==> config.mk <==
export PLATFORM = sky130hd
export DESIGN_NAME = csg_ray_interval_combiner_unit
export DESIGN_NICKNAME = d
export VERILOG_FILES = /design/src/cric_pkg.sv /design/src/cric_step.sv /design/src/csg_ray_interval_combiner_unit.sv
export SDC_FILE = /design/constraint.sdc
export NUM_CORES = 2
export LEC_CHECK = 0
export BUFFER_PORTS_ARGS = -buffer_cell sky130_fd_sc_hd__clkbuf_2
export CAP_MARGIN = 15
export CORE_MARGIN = 8
export CORE_UTILIZATION = 50
export CTS_CLUSTER_DIAMETER = 120
export DETAILED_ROUTE_END_ITERATION = 8
export PLACE_DENSITY_LB_ADDON = 0.15
export SKIP_CTS_REPAIR_TIMING = 1
export SYNTH_ARGS = -nofsm -noshare
export SYNTH_HDL_FRONTEND = slang
export SYNTH_SLANG_ARGS = --single-unit
==> constraint.sdc <==
create_clock -name i_clk -period 11.19 [get_ports i_clk]
set_input_delay 0.5595 -clock i_clk [delete_from_list [all_inputs] [get_ports i_clk]]
set_output_delay 0.5595 -clock i_clk [all_outputs]
set_load 0.02 [all_outputs]
==> src/cric_pkg.sv <==
// ----------------------------------------------------------------------------
// cric_pkg
// Shared constants and types for the csg ray interval combiner
// ----------------------------------------------------------------------------
package cric_pkg;

    localparam int MAX_OBJECTS_DEF = 16;
    localparam int DIST_WIDTH_DEF  = 32;
    localparam int OBJ_W           = 7;
    localparam int TINY_W          = 16;
    localparam logic [TINY_W-1:0] TINY_RESET = 16'd1;

    // outcome of testing one complement against the current span
    typedef struct packed {
        logic take_entry;
        logic take_exit;
        logic fork_span;
        logic fail;
    } t_step_dec;

endpackage

==> src/cric_step.sv <==
// ----------------------------------------------------------------------------
// cric_step
// Compares one stored complement with the current span and decides the edit
// ----------------------------------------------------------------------------
module cric_step #(
    parameter int DIST_WIDTH = cric_pkg::DIST_WIDTH_DEF
) (
    input  logic signed [DIST_WIDTH-1:0]   i_cur_entry,
    input  logic signed [DIST_WIDTH-1:0]   i_cur_exit,
    input  logic signed [DIST_WIDTH-1:0]   i_comp_entry,
    input  logic signed [DIST_WIDTH-1:0]   i_comp_exit,
    input  logic [cric_pkg::TINY_W-1:0]    i_tiny,
    output cric_pkg::t_step_dec            o_dec
);
    localparam int CW = DIST_WIDTH + cric_pkg::TINY_W;

    logic covers;
    logic a_hit;
    logic b_hit;
    logic c_hit;
    logic px_lt_tiny;

    // exit below tiny, done in a width that holds both ranges
    assign px_lt_tiny = i_comp_exit[DIST_WIDTH-1] ||
        (CW'(unsigned'(i_comp_exit)) < CW'(i_tiny));
    assign covers = px_lt_tiny && (i_cur_entry < 0);
    assign a_hit  = covers || ((i_comp_exit < i_cur_entry) && (i_comp_entry > i_cur_entry));
    assign b_hit  = (i_comp_exit < i_cur_exit) && (i_comp_entry > i_cur_exit);
    assign c_hit  = (i_comp_exit > i_cur_entry) && (i_comp_entry < i_cur_exit);

    always_comb begin
        o_dec = '0;
        if (a_hit) begin
            o_dec.fail       = i_comp_entry > i_cur_exit;
            o_dec.take_entry = !(i_comp_entry > i_cur_exit);
        end else if (b_hit) begin
            o_dec.fail      = covers || (i_comp_exit < i_cur_entry);
            o_dec.take_exit = !(covers || (i_comp_exit < i_cur_entry));
        end else if (c_hit) begin
            o_dec.fork_span = 1'b1;
        end
    end

endmodule

==> src/csg_ray_interval_combiner_unit.sv <==
// The last segment of a ray goes straight to ST_FIN on a miss found while loading, else
// through ST_RD to ST_FIN when there are no complements; each complement test passes ST_RD,
// which registers the complement memory read, then ST_EV, and each stack pop passes ST_POP
// and ST_POPW; a new segment is taken every cycle while a ray loads, a last segment only
// while the result output is not stalled, and none during the walk
// reset: synchronous active low, clears the ray state and output valid, r_tiny to 1
// ----------------------------------------------------------------------------
// csg_ray_interval_combiner_unit
// Intersects child ray segments, then subtracts stored complements with a fork stack
// ----------------------------------------------------------------------------
module csg_ray_interval_combiner_unit #(
    parameter int MAX_OBJECTS = cric_pkg::MAX_OBJECTS_DEF,
    parameter int DIST_WIDTH  = cric_pkg::DIST_WIDTH_DEF
) (
    input  logic                          i_clk,
    input  logic                          i_rst_n,
    input  logic                          i_cfg_wr_en,
    input  logic [cric_pkg::TINY_W-1:0]   i_cfg_wr_data,
    input  logic                          i_seg_valid,
    output logic                          o_seg_stall,
    input  logic signed [DIST_WIDTH-1:0]  i_seg_entry,
    input  logic signed [DIST_WIDTH-1:0]  i_seg_exit,
    input  logic                          i_last_object,
    output logic                          o_res_valid,
    input  logic                          i_res_stall,
    output logic                          o_miss,
    output logic signed [DIST_WIDTH-1:0]  o_hit_entry,
    output logic signed [DIST_WIDTH-1:0]  o_hit_exit,
    output logic signed [cric_pkg::OBJ_W-1:0] o_hit_object
);
    localparam int CW = $clog2(MAX_OBJECTS + 1);
    localparam int AW = (MAX_OBJECTS > 1) ? $clog2(MAX_OBJECTS) : 1;
    localparam int OW = cric_pkg::OBJ_W;
    localparam int MW = 2 * DIST_WIDTH + OW;
    localparam int SW = 2 * DIST_WIDTH + 2 * OW + CW;
    localparam logic [CW-1:0] MAX_CNT = CW'(MAX_OBJECTS);

    localparam logic [2:0] ST_IDLE = 3'd0;
    localparam logic [2:0] ST_RD   = 3'd1;
    localparam logic [2:0] ST_EV   = 3'd2;
    localparam logic [2:0] ST_POP  = 3'd3;
    localparam logic [2:0] ST_POPW = 3'd4;
    localparam logic [2:0] ST_FIN  = 3'd5;

    logic [2:0]                  r_state;
    logic [cric_pkg::TINY_W-1:0] r_tiny;
    logic signed [DIST_WIDTH-1:0] r_en, r_ex;
    logic signed [OW-1:0]        r_ei, r_xi;
    logic [CW-1:0]               r_cnt, r_ccnt, r_x, r_sp;
    logic                        r_missed;
    logic                        r_fin_miss;
    logic [MW-1:0]               r_comp_mem [MAX_OBJECTS];
    logic [SW-1:0]               r_stack    [MAX_OBJECTS];
    logic [MW-1:0]               r_comp_q;
    logic [SW-1:0]               r_stack_q;
    logic                        r_out_valid;
    logic                        r_o_miss;
    logic signed [DIST_WIDTH-1:0] r_o_en, r_o_ex;
    logic signed [OW-1:0]        r_o_obj;

    logic                        out_busy;
    logic                        seg_acc;
    logic                        active;
    logic                        seg_behind, seg_comp;
    logic signed [DIST_WIDTH-1:0] n_en, n_ex;
    logic signed [OW-1:0]        n_ei, n_xi;
    logic                        n_missed;
    logic signed [DIST_WIDTH-1:0] q_pe, q_px;
    logic signed [OW-1:0]        q_id;
    logic [CW-1:0]               x_inc;
    cric_pkg::t_step_dec         dec;

    assign out_busy    = r_out_valid && i_res_stall;
    assign o_seg_stall = (r_state != ST_IDLE) || (i_last_object && out_busy);
    assign seg_acc     = i_seg_valid && !o_seg_stall;

    assign o_res_valid  = r_out_valid;
    assign o_miss       = r_o_miss;
    assign o_hit_entry  = r_o_en;
    assign o_hit_exit   = r_o_ex;
    assign o_hit_object = r_o_obj;

    assign q_pe  = r_comp_q[MW-1 -: DIST_WIDTH];
    assign q_px  = r_comp_q[OW +: DIST_WIDTH];
    assign q_id  = r_comp_q[OW-1:0];
    assign x_inc = r_x + 1'b1;

    // running intersection for the incoming segment
    always_comb begin
        active     = !r_missed && (r_cnt < MAX_CNT);
        seg_behind = (i_seg_entry < 0) && (i_seg_exit < 0);
        seg_comp   = i_seg_exit < i_seg_entry;
        n_en       = r_en;
        n_ex       = r_ex;
        n_ei       = r_ei;
        n_xi       = r_xi;
        n_missed   = r_missed;
        if (active) begin
            if (seg_behind) begin
                n_missed = 1'b1;
            end else if (!seg_comp) begin
                if (i_seg_entry >= 0 && i_seg_entry > r_en) begin
                    n_en = i_seg_entry;
                    n_ei = OW'(r_cnt);
                end
                if (i_seg_exit >= 0 && (r_ex < 0 || i_seg_exit < r_ex)) begin
                    n_ex = i_seg_exit;
                    n_xi = OW'(r_cnt);
                end
                if (n_en >= 0 && n_ex >= 0 && n_ex <= n_en) begin
                    n_missed = 1'b1;
                end
            end
        end
    end

    cric_step #(
        .DIST_WIDTH(DIST_WIDTH)
    ) u_step (
        .i_cur_entry (r_en),
        .i_cur_exit  (r_ex),
        .i_comp_entry(q_pe),
        .i_comp_exit (q_px),
        .i_tiny      (r_tiny),
        .o_dec       (dec)
    );

    // complement store and fork stack
    always_ff @(posedge i_clk) begin
        if (r_state == ST_IDLE && seg_acc && active && !seg_behind && seg_comp) begin
            r_comp_mem[r_ccnt[AW-1:0]] <= {i_seg_entry, i_seg_exit, OW'(r_cnt)};
        end
        if (r_state == ST_RD) begin
            r_comp_q <= r_comp_mem[r_x[AW-1:0]];
        end
        if (r_state == ST_EV && dec.fork_span && r_sp < MAX_CNT) begin
            r_stack[r_sp[AW-1:0]] <= {q_pe, r_ex, q_id, r_xi, x_inc};
        end
        if (r_state == ST_POP) begin
            r_stack_q <= r_stack[AW'(r_sp - 1'b1)];
        end
    end

    always_ff @(posedge i_clk) begin
        if (!i_rst_n) begin
            r_state     <= ST_IDLE;
            r_tiny      <= cric_pkg::TINY_RESET;
            r_en        <= '1;
            r_ex        <= '1;
            r_ei        <= '1;
            r_xi        <= '1;
            r_cnt       <= '0;
            r_ccnt      <= '0;
            r_x         <= '0;
            r_sp        <= '0;
            r_missed    <= 1'b0;
            r_fin_miss  <= 1'b0;
            r_out_valid <= 1'b0;
        end else begin
            if (i_cfg_wr_en) begin
                r_tiny <= i_cfg_wr_data;
            end
            // in ST_FIN the valid is set again below whenever the output is free
            if (r_out_valid && !i_res_stall && r_state != ST_FIN) begin
                r_out_valid <= 1'b0;
            end
            case (r_state)
                ST_IDLE: begin
                    if (seg_acc) begin
                        r_en     <= n_en;
                        r_ex     <= n_ex;
                        r_ei     <= n_ei;
                        r_xi     <= n_xi;
                        r_missed <= n_missed;
                        if (active) begin
                            r_cnt <= r_cnt + 1'b1;
                            if (!seg_behind && seg_comp) begin
                                r_ccnt <= r_ccnt + 1'b1;
                            end
                        end
                        if (i_last_object) begin
                            r_x        <= '0;
                            r_sp       <= '0;
                            r_fin_miss <= n_missed || (n_ex < 0);
                            r_state    <= (n_missed || n_ex < 0) ? ST_FIN : ST_RD;
                        end
                    end
                end
                ST_RD: begin
                    if (r_x >= r_ccnt) begin
                        r_fin_miss <= 1'b0;
                        r_state    <= ST_FIN;
                    end else begin
                        r_state <= ST_EV;
                    end
                end
                ST_EV: begin
                    if (dec.fail) begin
                        if (r_sp == '0) begin
                            r_fin_miss <= 1'b1;
                            r_state    <= ST_FIN;
                        end else begin
                            r_state <= ST_POP;
                        end
                    end else if (dec.fork_span) begin
                        // front part goes on at the same complement
                        r_state <= ST_RD;
                        if (r_sp < MAX_CNT) begin
                            r_sp <= r_sp + 1'b1;
                        end
                        r_ex <= q_px;
                        r_xi <= q_id;
                    end else begin
                        r_state <= ST_RD;
                        if (dec.take_entry) begin
                            r_en <= q_pe;
                            r_ei <= q_id;
                        end
                        if (dec.take_exit) begin
                            r_ex <= q_px;
                            r_xi <= q_id;
                        end
                        r_x <= x_inc;
                    end
                end
                ST_POP: begin
                    r_sp    <= r_sp - 1'b1;
                    r_state <= ST_POPW;
                end
                ST_POPW: begin
                    r_en    <= r_stack_q[SW-1 -: DIST_WIDTH];
                    r_ex    <= r_stack_q[SW-1-DIST_WIDTH -: DIST_WIDTH];
                    r_ei    <= r_stack_q[CW+OW +: OW];
                    r_xi    <= r_stack_q[CW +: OW];
                    r_x     <= r_stack_q[CW-1:0];
                    r_state <= ST_RD;
                end
                ST_FIN: begin
                    if (!out_busy) begin
                        r_out_valid <= 1'b1;
                        r_o_miss    <= r_fin_miss;
                        r_o_en      <= r_fin_miss ? '1 : r_en;
                        r_o_ex      <= r_fin_miss ? '1 : r_ex;
                        r_o_obj     <= r_fin_miss ? '1 : ((r_en < 0) ? r_xi : r_ei);
                        r_en        <= '1;
                        r_ex        <= '1;
                        r_ei        <= '1;
                        r_xi        <= '1;
                        r_cnt       <= '0;
                        r_ccnt      <= '0;
                        r_missed    <= 1'b0;
                        r_state     <= ST_IDLE;
                    end
                end
                default: begin
                    r_state <= ST_IDLE;
                end
            endcase
        end
    end

    a_cnt_range: assert property (@(posedge i_clk) disable iff (!i_rst_n)
        (r_ccnt <= r_cnt) && (r_cnt <= MAX_CNT))
        else $error("complement count beyond segment count");

    a_sp_range: assert property (@(posedge i_clk) disable iff (!i_rst_n)
        r_sp <= MAX_CNT)
        else $error("fork stack overflow");

    a_ev_in_range: assert property (@(posedge i_clk) disable iff (!i_rst_n)
        (r_state == ST_EV) |-> (r_x < r_ccnt))
        else $error("complement test past stored count");

    a_fin_output: assert property (@(posedge i_clk) disable iff (!i_rst_n)
        (r_state == ST_FIN && !out_busy) |=> (r_out_valid && r_state == ST_IDLE))
        else $error("result not delivered after walk");

endmodule
==> run metrics <==
Setup Skew 0.0658 ns; Final #Nets 6132; vias in the first global route 57600; CTS tree yes; CP startpoint kind flop; count of final hold-check violations 0; reg2reg setup slack 3.80 ns; FP Rows 173; Post-synth top flop edfxtp_1; critical path data arrival time 8.26 ns; TritonCTS buffer count 299; GP Congestion 0.946; RSZ-0062 raised after global routing false; Die X 487 um; CTS Sinks 2741; Avg WL per Cell 34.9 um; clk buf depth 4; VDD IR max 0.228 mV; P&R area growth vs syn 12.7%; Period minus WS final 7.39 ns; vias per inst 6.38; WHS Endpoint r_tiny[13]$_SDFFE_PN0P_; First-pass DRT Iterations 6; dpl hpwl 182000 um; area of placed instances 0.116 mm^2; Initial DRC Count 6560; Inst Count DP 8418; CTS Root Cell clkbuf_16; Antenna Violating Nets Remaining 0; Die Ht 487 um; global-route wire length before repair 441000 um; fraction of layout cells with a size suffix above 1 0.278; synth cell count leaders 2622 x edfxtp_1, 750 x mux4_2, 285 x ha_1, 193 x clkbuf_1, 179 x nand2_1; register area share after synthesis 0.730; reg2reg start r_en[31]$_SDFFE_PN1P_; Syn Inst Count 5417; FF-to-FF path depth 20; grt ovf 0; Synth top area share 0.709; yosys warns 0; WHS Path Cells 3; most common cell in the netlist edfxtp_1; Worst-path clk slew 0.06 ns; outcome complete, no violations; Final Setup Violations 0; I/O Pins 160; fraction of registers with async set/reset 0; Post-Syn Nets 5788; setup TNS 0 ns; min-delay src i_cfg_wr_data[13]; WS Path Type flop to flop; maximum clock frequency 135 MHz; Synth Register Bits 2741; Final period util 0.660; fin util 0.565; reg2reg end r_state[2]$_SDFFE_PN0P_; WL final 312000 um; # DRC 0; Total Routing Usage GR 0.261; pin count of the biggest net entering global routing 147; Yosys top cell by area edfxtp_1; Hold/Removal Path Class input port to flop; worst-margin pin slew 1.17 ns; Crit. End Element flop; initial core utilization 0.501; clk_lat worst skew 0.95 ns; Finished Cell Area 0.125 mm^2; Mapped Avg Cell Area 20.5 um^2; pwr dens 217 mW/mm^2; core area 0.222 mm^2; max cap viols 0; EDFF count, synth 2622; # H-tree levels 5; Rel. slew slack 0.220; Vias 57200; Slew Viols, Final 0; non-filler cells, final 8960; Critical Path RT 12.06 ns; ranking of synthesized cells by area edfxtp_1 71%, mux4_2 15%, ha_1 3.2%, dfxtp_1 2.1%, clkbuf_1 0.65%; synthesized cell area 0.111 mm^2; Port Buffers 159; Lkg Pwr 40.5 nW; crit-path max FO 34; initial antenna violation count 22; die area 0.238 mm^2; Netlist cell types 76
## layout by cell type (no fill, tap or decap), types with 12 or more instances in the layout
| cell type | synthesis | routed |
|---|---|---|
| a211o_1 | 12 | 12 |
| a211oi_1 | 14 | 14 |
| a21o_1 | 34 | 34 |
| a21oi_1 | 138 | 138 |
| a221oi_1 | 19 | 18 |
| a31o_2 | 30 | 30 |
| a31oi_1 | 13 | 13 |
| and2_4 | 0 | 15 |
| buf_4 | 0 | 117 |
| bufinv_16 | 0 | 20 |
| clkbuf_1 | 193 | 59 |
| clkbuf_16 | 0 | 303 |
| clkbuf_2 | 0 | 158 |
| clkinv_1 | 1 | 57 |
| clkinv_2 | 0 | 51 |
| dfxtp_1 | 119 | 112 |
| diode_2 | 0 | 14 |
| dlygate4sd3_1 | 0 | 14 |
| edfxtp_1 | 2622 | 2622 |
| ha_1 | 285 | 284 |
| inv_1 | 144 | 142 |
| mux2_2 | 34 | 34 |
| mux2_4 | 28 | 28 |
| mux2i_1 | 64 | 63 |
| mux4_2 | 750 | 750 |
| nand2_1 | 179 | 179 |
| nand2b_1 | 15 | 15 |
| nand3_1 | 32 | 32 |
| nand4_1 | 55 | 55 |
| nor2_1 | 109 | 99 |
| nor2b_1 | 16 | 16 |
| nor3_1 | 33 | 21 |
| nor3_2 | 0 | 12 |
| nor4_1 | 24 | 24 |
| o21ai_0 | 111 | 111 |
| o22a_1 | 31 | 31 |
| o31ai_1 | 37 | 37 |
| or2_2 | 65 | 65 |
## sequential cells by signal (all words and copies together) (netlist names)
name and cells:
r_stack 1296, r_comp_mem 1104, r_stack_q 81, r_comp_q 69
o_hit_entry 32, o_hit_exit 32, r_en 32, r_ex 32
r_tiny 16, o_hit_object 7, r_xi 7, r_ei 6
r_ccnt 5, r_cnt 5, r_sp 5, r_x 5
r_state 3, o_miss 1, o_res_valid 1, r_fin_miss 1
r_missed 1
## cell type report
| type | count | area (um^2) |
|---|---|---|
| clock inverters | 144 | 1210 |
| diodes | 14 | 35.0 |
| repair buffers | 300 | 2010 |
| multi-input cells | 2274 | 28600 |
| fillers | 16500 | 96500 |
| flip-flops and latches | 2741 | 81100 |
| inverters | 145 | 547 |
| clock buffers | 367 | 7870 |
| well taps | 2975 | 3720 |
## per-stage QoR
step	total power, mW	hold WS, ns	worst slack (ns)
final	27.2	0.0514	3.80
after global placement	18.0	0.470	4.02
after global routing	28.1	0.0337	3.33
after CTS	27.3	-0.205	3.96
after detailed placement	18.1	0.473	4.00
after floorplan	15.9	0.406	3.34
## metal layers
metal  vias to the layer above  track usage  wire (um)
met4                         2       0.0946      12700
met2                      2552        0.410     147000
met5                         -            0         13
met3                       590       0.0488      25200
met1                     30700        0.370     128000
li1                      23300            -          -
## report_power, final
group	internal, mW	total (mW)	switching, mW
sequential	12.1	13.0	0.905
clock	5.44	9.30	3.86
combinational	2.07	4.94	2.87
## worst max-delay path by stage
stage / from / to / slack [ns] / depth (start not counted)
3_3_place_gp: r_en[31]$_SDFFE_PN1P_ / r_state[2]$_SDFFE_PN0P_ / 4.02 / 20
4_1_cts: r_en[31]$_SDFFE_PN1P_ / r_state[2]$_SDFFE_PN0P_ / 3.96 / 20
2_1_floorplan: i_seg_entry[2] / r_comp_mem[0][0]$_DFFE_PP_ / 3.34 / 10
5_1_grt: r_en[31]$_SDFFE_PN1P_ / r_state[2]$_SDFFE_PN0P_ / 3.33 / 20
3_5_place_dp: r_en[31]$_SDFFE_PN1P_ / r_state[2]$_SDFFE_PN0P_ / 4.00 / 20
6_report: r_en[31]$_SDFFE_PN1P_ / r_state[2]$_SDFFE_PN0P_ / 3.80 / 20
## critical path: stages (launching register included)
cell and delay [ns]:
dfxtp_1 1.02, inv_1 0.59, ha_1 0.49, nand4_1 0.13, nor2_1 0.07, o221ai_1 0.09, a21oi_1 0.08, a211oi_1 0.43
mux2i_4 0.29, buf_4 0.58, mux2i_1 0.67, ha_1 0.36, and3_1 0.17, a221oi_1 0.30, o221ai_1 0.22, a2111oi_0 0.45
a32oi_1 0.21, nor3b_1 0.35, o221ai_1 0.22, a2111oi_0 0.47, a211o_1 0.15
## kinds of logic (layout without fill, tap and decap cells)
logic type,after synthesis,after routing,synth area share
XOR/XNOR,12,12,0.000946
AO/OA/AOI/OAI,522,522,0.0317
adder cells (fa/ha/maj),285,285,0.0321
AND/OR/NAND/NOR,578,578,0.0259
other,0,14,0
multiplexers,877,877,0.165
flip-flops,2741,2741,0.730
buffers and inverters,402,956,0.0141
(Power assumes the default switching activity.)
